==> src/design/ralu_pkg.sv <==
// Package with shared types and constants for the rational ALU.
`timescale 1ns / 1ps
package ralu_pkg;

   // Operation codes carried in the kind field.
   localparam logic [2:0] OP_MAKE = 3'd0;
   localparam logic [2:0] OP_ADD  = 3'd1;
   localparam logic [2:0] OP_SUB  = 3'd2;
   localparam logic [2:0] OP_MUL  = 3'd3;
   localparam logic [2:0] OP_DIV  = 3'd4;
   localparam logic [2:0] OP_CMP  = 3'd5;

   // Order codes of the compare result.
   localparam logic [1:0] ORD_EQ = 2'b00;
   localparam logic [1:0] ORD_GT = 2'b01;
   localparam logic [1:0] ORD_LT = 2'b11;

   // Controller states.
   typedef enum logic [3:0] {
      ST_IDLE,
      ST_MUL0,
      ST_MUL1,
      ST_MUL2,
      ST_MUL3,
      ST_PREP,
      ST_GCD,
      ST_DIVN,
      ST_DIVD,
      ST_FIN,
      ST_OUT
   } state_type;

   // Commands from the controller to the datapath.
   typedef struct packed {
      logic load;
      logic mul_step;
      logic [1:0] mul_sel;
      logic prep;
      logic div_start;
      logic [1:0] div_mode;
      logic finish;
   } cmd_type;

   // Division modes of the shared divider.
   localparam logic [1:0] DM_GCD = 2'd0;
   localparam logic [1:0] DM_NUM = 2'd1;
   localparam logic [1:0] DM_DEN = 2'd2;

   // Status from the datapath to the controller.
   typedef struct packed {
      logic direct;
      logic mul_done;
      logic div_done;
      logic gcd_done;
   } stat_type;

endpackage

==> src/design/ralu_ctrl.sv <==
// Controller state machine of the rational ALU.
`timescale 1ns / 1ps
module ralu_ctrl (
   input  logic                clock,
   input  logic                reset,
   input  logic                in_valid,
   output logic                in_ready,
   output logic                out_valid,
   input  logic                out_ready,
   input  ralu_pkg::stat_type  stat,
   output ralu_pkg::cmd_type   cmd
);

   ralu_pkg::state_type state_ff, state_in;

   // State register.
   always_ff @(posedge clock) begin
      if (reset) begin
         state_ff <= ralu_pkg::ST_IDLE;
      end else begin
         state_ff <= state_in;
      end
   end

   // Next state. Each cross product stays in its state until the multiplier is done.
   always_comb begin
      state_in = state_ff;
      unique case (state_ff)
         ralu_pkg::ST_IDLE: if (in_valid) state_in = ralu_pkg::ST_MUL0;
         ralu_pkg::ST_MUL0: if (stat.mul_done) state_in = ralu_pkg::ST_MUL1;
         ralu_pkg::ST_MUL1: if (stat.mul_done) state_in = ralu_pkg::ST_MUL2;
         ralu_pkg::ST_MUL2: if (stat.mul_done) state_in = ralu_pkg::ST_MUL3;
         ralu_pkg::ST_MUL3: if (stat.mul_done) state_in = ralu_pkg::ST_PREP;
         ralu_pkg::ST_PREP: begin
            if (stat.direct) state_in = ralu_pkg::ST_OUT;
            else state_in = ralu_pkg::ST_GCD;
         end
         ralu_pkg::ST_GCD: if (stat.gcd_done) state_in = ralu_pkg::ST_DIVN;
         ralu_pkg::ST_DIVN: if (stat.div_done) state_in = ralu_pkg::ST_DIVD;
         ralu_pkg::ST_DIVD: if (stat.div_done) state_in = ralu_pkg::ST_FIN;
         ralu_pkg::ST_FIN: state_in = ralu_pkg::ST_OUT;
         ralu_pkg::ST_OUT: if (out_ready) state_in = ralu_pkg::ST_IDLE;
         default: state_in = ralu_pkg::ST_IDLE;
      endcase
   end

   // Outputs.
   always_comb begin
      cmd = '0;
      in_ready = 1'b0;
      out_valid = 1'b0;
      unique case (state_ff)
         ralu_pkg::ST_IDLE: begin
            in_ready = 1'b1;
            cmd.load = in_valid;
         end
         ralu_pkg::ST_MUL0: begin cmd.mul_step = 1'b1; cmd.mul_sel = 2'd0; end
         ralu_pkg::ST_MUL1: begin cmd.mul_step = 1'b1; cmd.mul_sel = 2'd1; end
         ralu_pkg::ST_MUL2: begin cmd.mul_step = 1'b1; cmd.mul_sel = 2'd2; end
         ralu_pkg::ST_MUL3: begin cmd.mul_step = 1'b1; cmd.mul_sel = 2'd3; end
         ralu_pkg::ST_PREP: cmd.prep = 1'b1;
         ralu_pkg::ST_GCD: begin
            cmd.div_mode = ralu_pkg::DM_GCD;
            cmd.div_start = stat.gcd_done;
            if (stat.gcd_done) cmd.div_mode = ralu_pkg::DM_NUM;
         end
         // The numerator quotient lands here; the denominator division starts after it.
         ralu_pkg::ST_DIVN: begin
            cmd.div_mode = ralu_pkg::DM_NUM;
            cmd.div_start = stat.div_done;
            if (stat.div_done) cmd.div_mode = ralu_pkg::DM_DEN;
         end
         ralu_pkg::ST_DIVD: cmd.div_mode = ralu_pkg::DM_DEN;
         ralu_pkg::ST_FIN: cmd.finish = 1'b1;
         ralu_pkg::ST_OUT: out_valid = 1'b1;
         default: ;
      endcase
   end

endmodule

==> config.mk <==
export PLATFORM = sky130hd
export DESIGN_NAME = ralu_ctrl
export DESIGN_NICKNAME = d
export VERILOG_FILES = /design/src/design/ralu_pkg.sv /design/src/design/ralu_ctrl.sv
export SDC_FILE = /design/constraint.sdc
export NUM_CORES = 1
export LEC_CHECK = 0
export ABC_AREA = 1
export BUFFER_PORTS_ARGS = -buffer_cell sky130_fd_sc_hd__buf_2
export CAP_MARGIN = 40
export CORE_AREA = 2 2 39 41
export CTS_BUF_LIST = sky130_fd_sc_hd__clkbuf_16
export DETAILED_ROUTE_END_ITERATION = 10
export DIE_AREA = 0 0 41 43
export GPL_TIMING_DRIVEN = 0
export PLACE_DENSITY = 0.68
export SYNTH_ARGS = -nofsm -noshare
export SYNTH_HDL_FRONTEND = slang
export SYNTH_SLANG_ARGS = --single-unit
==> constraint.sdc <==
create_clock -name clock -period 2.5 [get_ports clock]
set_input_delay 0.5 -clock clock [delete_from_list [all_inputs] [get_ports clock]]
set_output_delay 0.5 -clock clock [all_outputs]
set_load 0.005 [all_outputs]
==> results.sh <==
export IMPL_result_of_the_run="completed"
export IMPL_setup_tns_ns=0
export IMPL_tritoncts="yes"
export IMPL_timing_critical_path_arrival_ns=1.29
export IMPL_total_switching_power_uw=255
export IMPL_internal_power_uw=405
export IMPL_top_register="state_ff"
export IMPL_largestRegisters="state_ff (4)"
export IMPL_timing_hold_worst_class="primary input to flop"
export IMPL_clock_skew_ns=0.000557
export IMPL_pwr_share_seq_pct=16.2
export IMPL_worst_slew_pin_transition_ns=0.292
export IMPL_die_width_um=41
export IMPL_areaGrowthSynthToFinish_pct=42.5
export IMPL_final_critical_path_setup_slack_ns=0.705
export IMPL_cts_hold_repair_buffers=0
export IMPL_cts_post_setup_buffers_inserted=0
export IMPL_drive_above_1_share_pct=35.6
export IMPL_route_final_wire_length_um=1040
export IMPL_cts_root_buf="sky130_fd_sc_hd__clkbuf_16"
export IMPL_dp_hpwl_um=877
export IMPL_port_buffers=18
export IMPL_maximum_fanout_encountered_on_the_critical_timing_path=5
export IMPL_finish_net_count=111
export IMPL_finalCriticalPeriod_ns=1.79
export IMPL_final_max_slew_violation_count=0
export IMPL_maximum_clock_frequency_mhz=557
export IMPL_worst_setup_path_end_kind="primary output"
export IMPL_antenna_cells_inserted=0
export IMPL_dp_worst_slack_ns=0.937
export IMPL_number_of_standard_cells_after_synthesis=80
export IMPL_share_comb_of_total_power_pct=46.7
export IMPL_netSwitchingFraction_pct=38.7
export IMPL_syn_area_per_cell_um2=5.44
export IMPL_resize_count_post_cts=0
export IMPL_max_slew_margin_pct=80.4
export IMPL_dr_first_iter_drc_count=2
export IMPL_antenna_found_initial=0
export IMPL_max_vdd_ir_drop_mv=0.667
export IMPL_first_global_vias=413
export IMPL_drt_pass1_iter_count=2
export IMPL_clk_transition_reported_paths_ns=0.03
export IMPL_seq_area_frac_synth_pct=18.4
export IMPL_yosysUniqueCellTypes=15
export IMPL_synth_net_count=88
export IMPL_setup_violations_final=0
export IMPL_clock_net_sink_count=4
export IMPL_power_per_cell_area_nw_per_um2=1060
export IMPL_grt_setup_unrepaired="false"
export IMPL_post_drt_wl_per_cell_um=8.90
export IMPL_number_of_routed_nets_with_antenna_violations=0
export IMPL_crit_type="flop to primary output"
export IMPL_max_reg_flops=4
export IMPL_floorplan_io_pins=19
export IMPL_synth_warnings=0
export IMPL_htreeDepth=1
export IMPL_detail_route_drc_violations=0
export IMPL_finalWeightedCongestion=0.912
export IMPL_cts_buffers=3
export IMPL_synth_seq_cells=4
export IMPL_startpoint_types="flop"
export IMPL_fp_row_count=14
export IMPL_grt_util_all_layers_pct=13.6
export IMPL_worst_ep_required_time_ns=2.00
export IMPL_floorplan_initialDensity_pct=31.5
export IMPL_grt_first_pass_wirelength_um=1630
export IMPL_gr_total_overflow=0
export IMPL_die_height_um=43
export IMPL_insertion_delay_ns=0.22
export IMPL_p_clk_share_pct=37.2
export IMPL_final_hold_violation_count=0
export IMPL_total_leakage_power_uw=0.000377
export IMPL_routed_via_count=539
export IMPL_cap_viol_max_count=0
export IMPL_core_um2=1380
export IMPL_synth_cell_area_um2=435
export IMPL_route_detailed_vias_per_inst=4.61
export IMPL_clockBufferDepth=2
export IMPL_fp_dieArea_um2=1760
export IMPL_grt_max_degree=7
export IMPL_timing_final_crit_share_pct=71.8
## layer usage
metal | GRT usage, % | part of all wire [%]
met5 | 0 | 0
met4 | 6.00 | 0
met3 | 4.71 | 4.6
met2 | 19.7 | 46
met1 | 17.4 | 49
## final cells by class
class / count / area [µm²]
Inverter: 14 / 52.6
Multi-Input combinational cell: 62 / 303
Sequential cell: 4 / 80.1
Tap cell: 16 / 20.0
Timing Repair Buffer: 18 / 90.1
Clock buffer: 3 / 75.1
Fill cell: 159 / 763
## cells by family after synthesis
logic type	count (synthesis)	synth area share [%]
AO/OA/AOI/OAI	8	12.4
AND/OR/NAND/NOR	54	57.2
flip-flops	4	18.4
buffers and inverters	14	12.1
## cell usage after synthesis
cell type	instances	area, µm²
sky130_fd_sc_hd__nand2_1	24	90.1
sky130_fd_sc_hd__nor2_2	5	31.3
sky130_fd_sc_hd__a21boi_1	1	7.51
sky130_fd_sc_hd__o21ai_0	4	20.0
sky130_fd_sc_hd__nor2_1	9	33.8
sky130_fd_sc_hd__nand3_1	8	40.0
sky130_fd_sc_hd__nor2_4	1	11.3
sky130_fd_sc_hd__inv_2	4	15.0
sky130_fd_sc_hd__nand2_2	4	25.0
sky130_fd_sc_hd__dfxtp_1	4	80.1
sky130_fd_sc_hd__inv_1	10	37.5
sky130_fd_sc_hd__a21oi_4	1	16.3
sky130_fd_sc_hd__nor3_1	2	10.0
sky130_fd_sc_hd__a21oi_1	2	10.0
sky130_fd_sc_hd__nand3b_1	1	7.51
## path summary, 6_finish.rpt
path	from	end	slack, ns	cells after the start
max	state_ff[2]	cmd[1]	0.71	5
min	reset	state_ff[2]	0.49	2
max reg2reg	state_ff[3]	state_ff[2]	1.20	7
min reg2reg	state_ff[1]	state_ff[1]	0.53	2
## power by group through the flow
| stage | Clock [µW] | Combinational, µW | Sequential (µW) |
|---|---|---|---|
| 6_report | 245 | 308 | 107 |
| 5_1_grt | 257 | 351 | 109 |
| 4_1_cts | 253 | 310 | 106 |
| 3_5_place_dp | 0 | 307 | 107 |
| 3_3_place_gp | 0 | 306 | 107 |
| 2_1_floorplan | 0 | 225 | 103 |
## cell usage in the layout (no fill, tap or decap), types with 4 or more instances in the layout
cell                      Yosys  routed
sky130_fd_sc_hd__inv_2        4       4
sky130_fd_sc_hd__o21ai_0      4       4
sky130_fd_sc_hd__nand3_1      8       8
sky130_fd_sc_hd__inv_1       10      10
sky130_fd_sc_hd__dfxtp_1      4       4
sky130_fd_sc_hd__nand2_1     24      24
sky130_fd_sc_hd__nand2_2      4       4
sky130_fd_sc_hd__nor2_2       5       5
sky130_fd_sc_hd__buf_2        0      18
sky130_fd_sc_hd__nor2_1       9       9
## worst max-delay path, cell delays in order (launching register included)
cell and delay [ns]:
sky130_fd_sc_hd__dfxtp_1 0.40, sky130_fd_sc_hd__inv_2 0.07, sky130_fd_sc_hd__nor2_2 0.18, sky130_fd_sc_hd__nand2_2 0.13, sky130_fd_sc_hd__o21ai_0 0.15, sky130_fd_sc_hd__buf_2 0.13
## metrics by stage
step                instances  area, µm²  hold WS, ns  utilization, %  power (µW)
CTS                       117        621        0.484            44.8         669
floorplan                  80        435        0.481               -         328
detailed placement        114        546        0.521            39.4         415
global route              117        621        0.494            44.8         716
global placement          114        546        0.512            39.4         413
finish                    117        621        0.488            44.8         660
No activity file was read; power rests on OpenSTA's default activity.
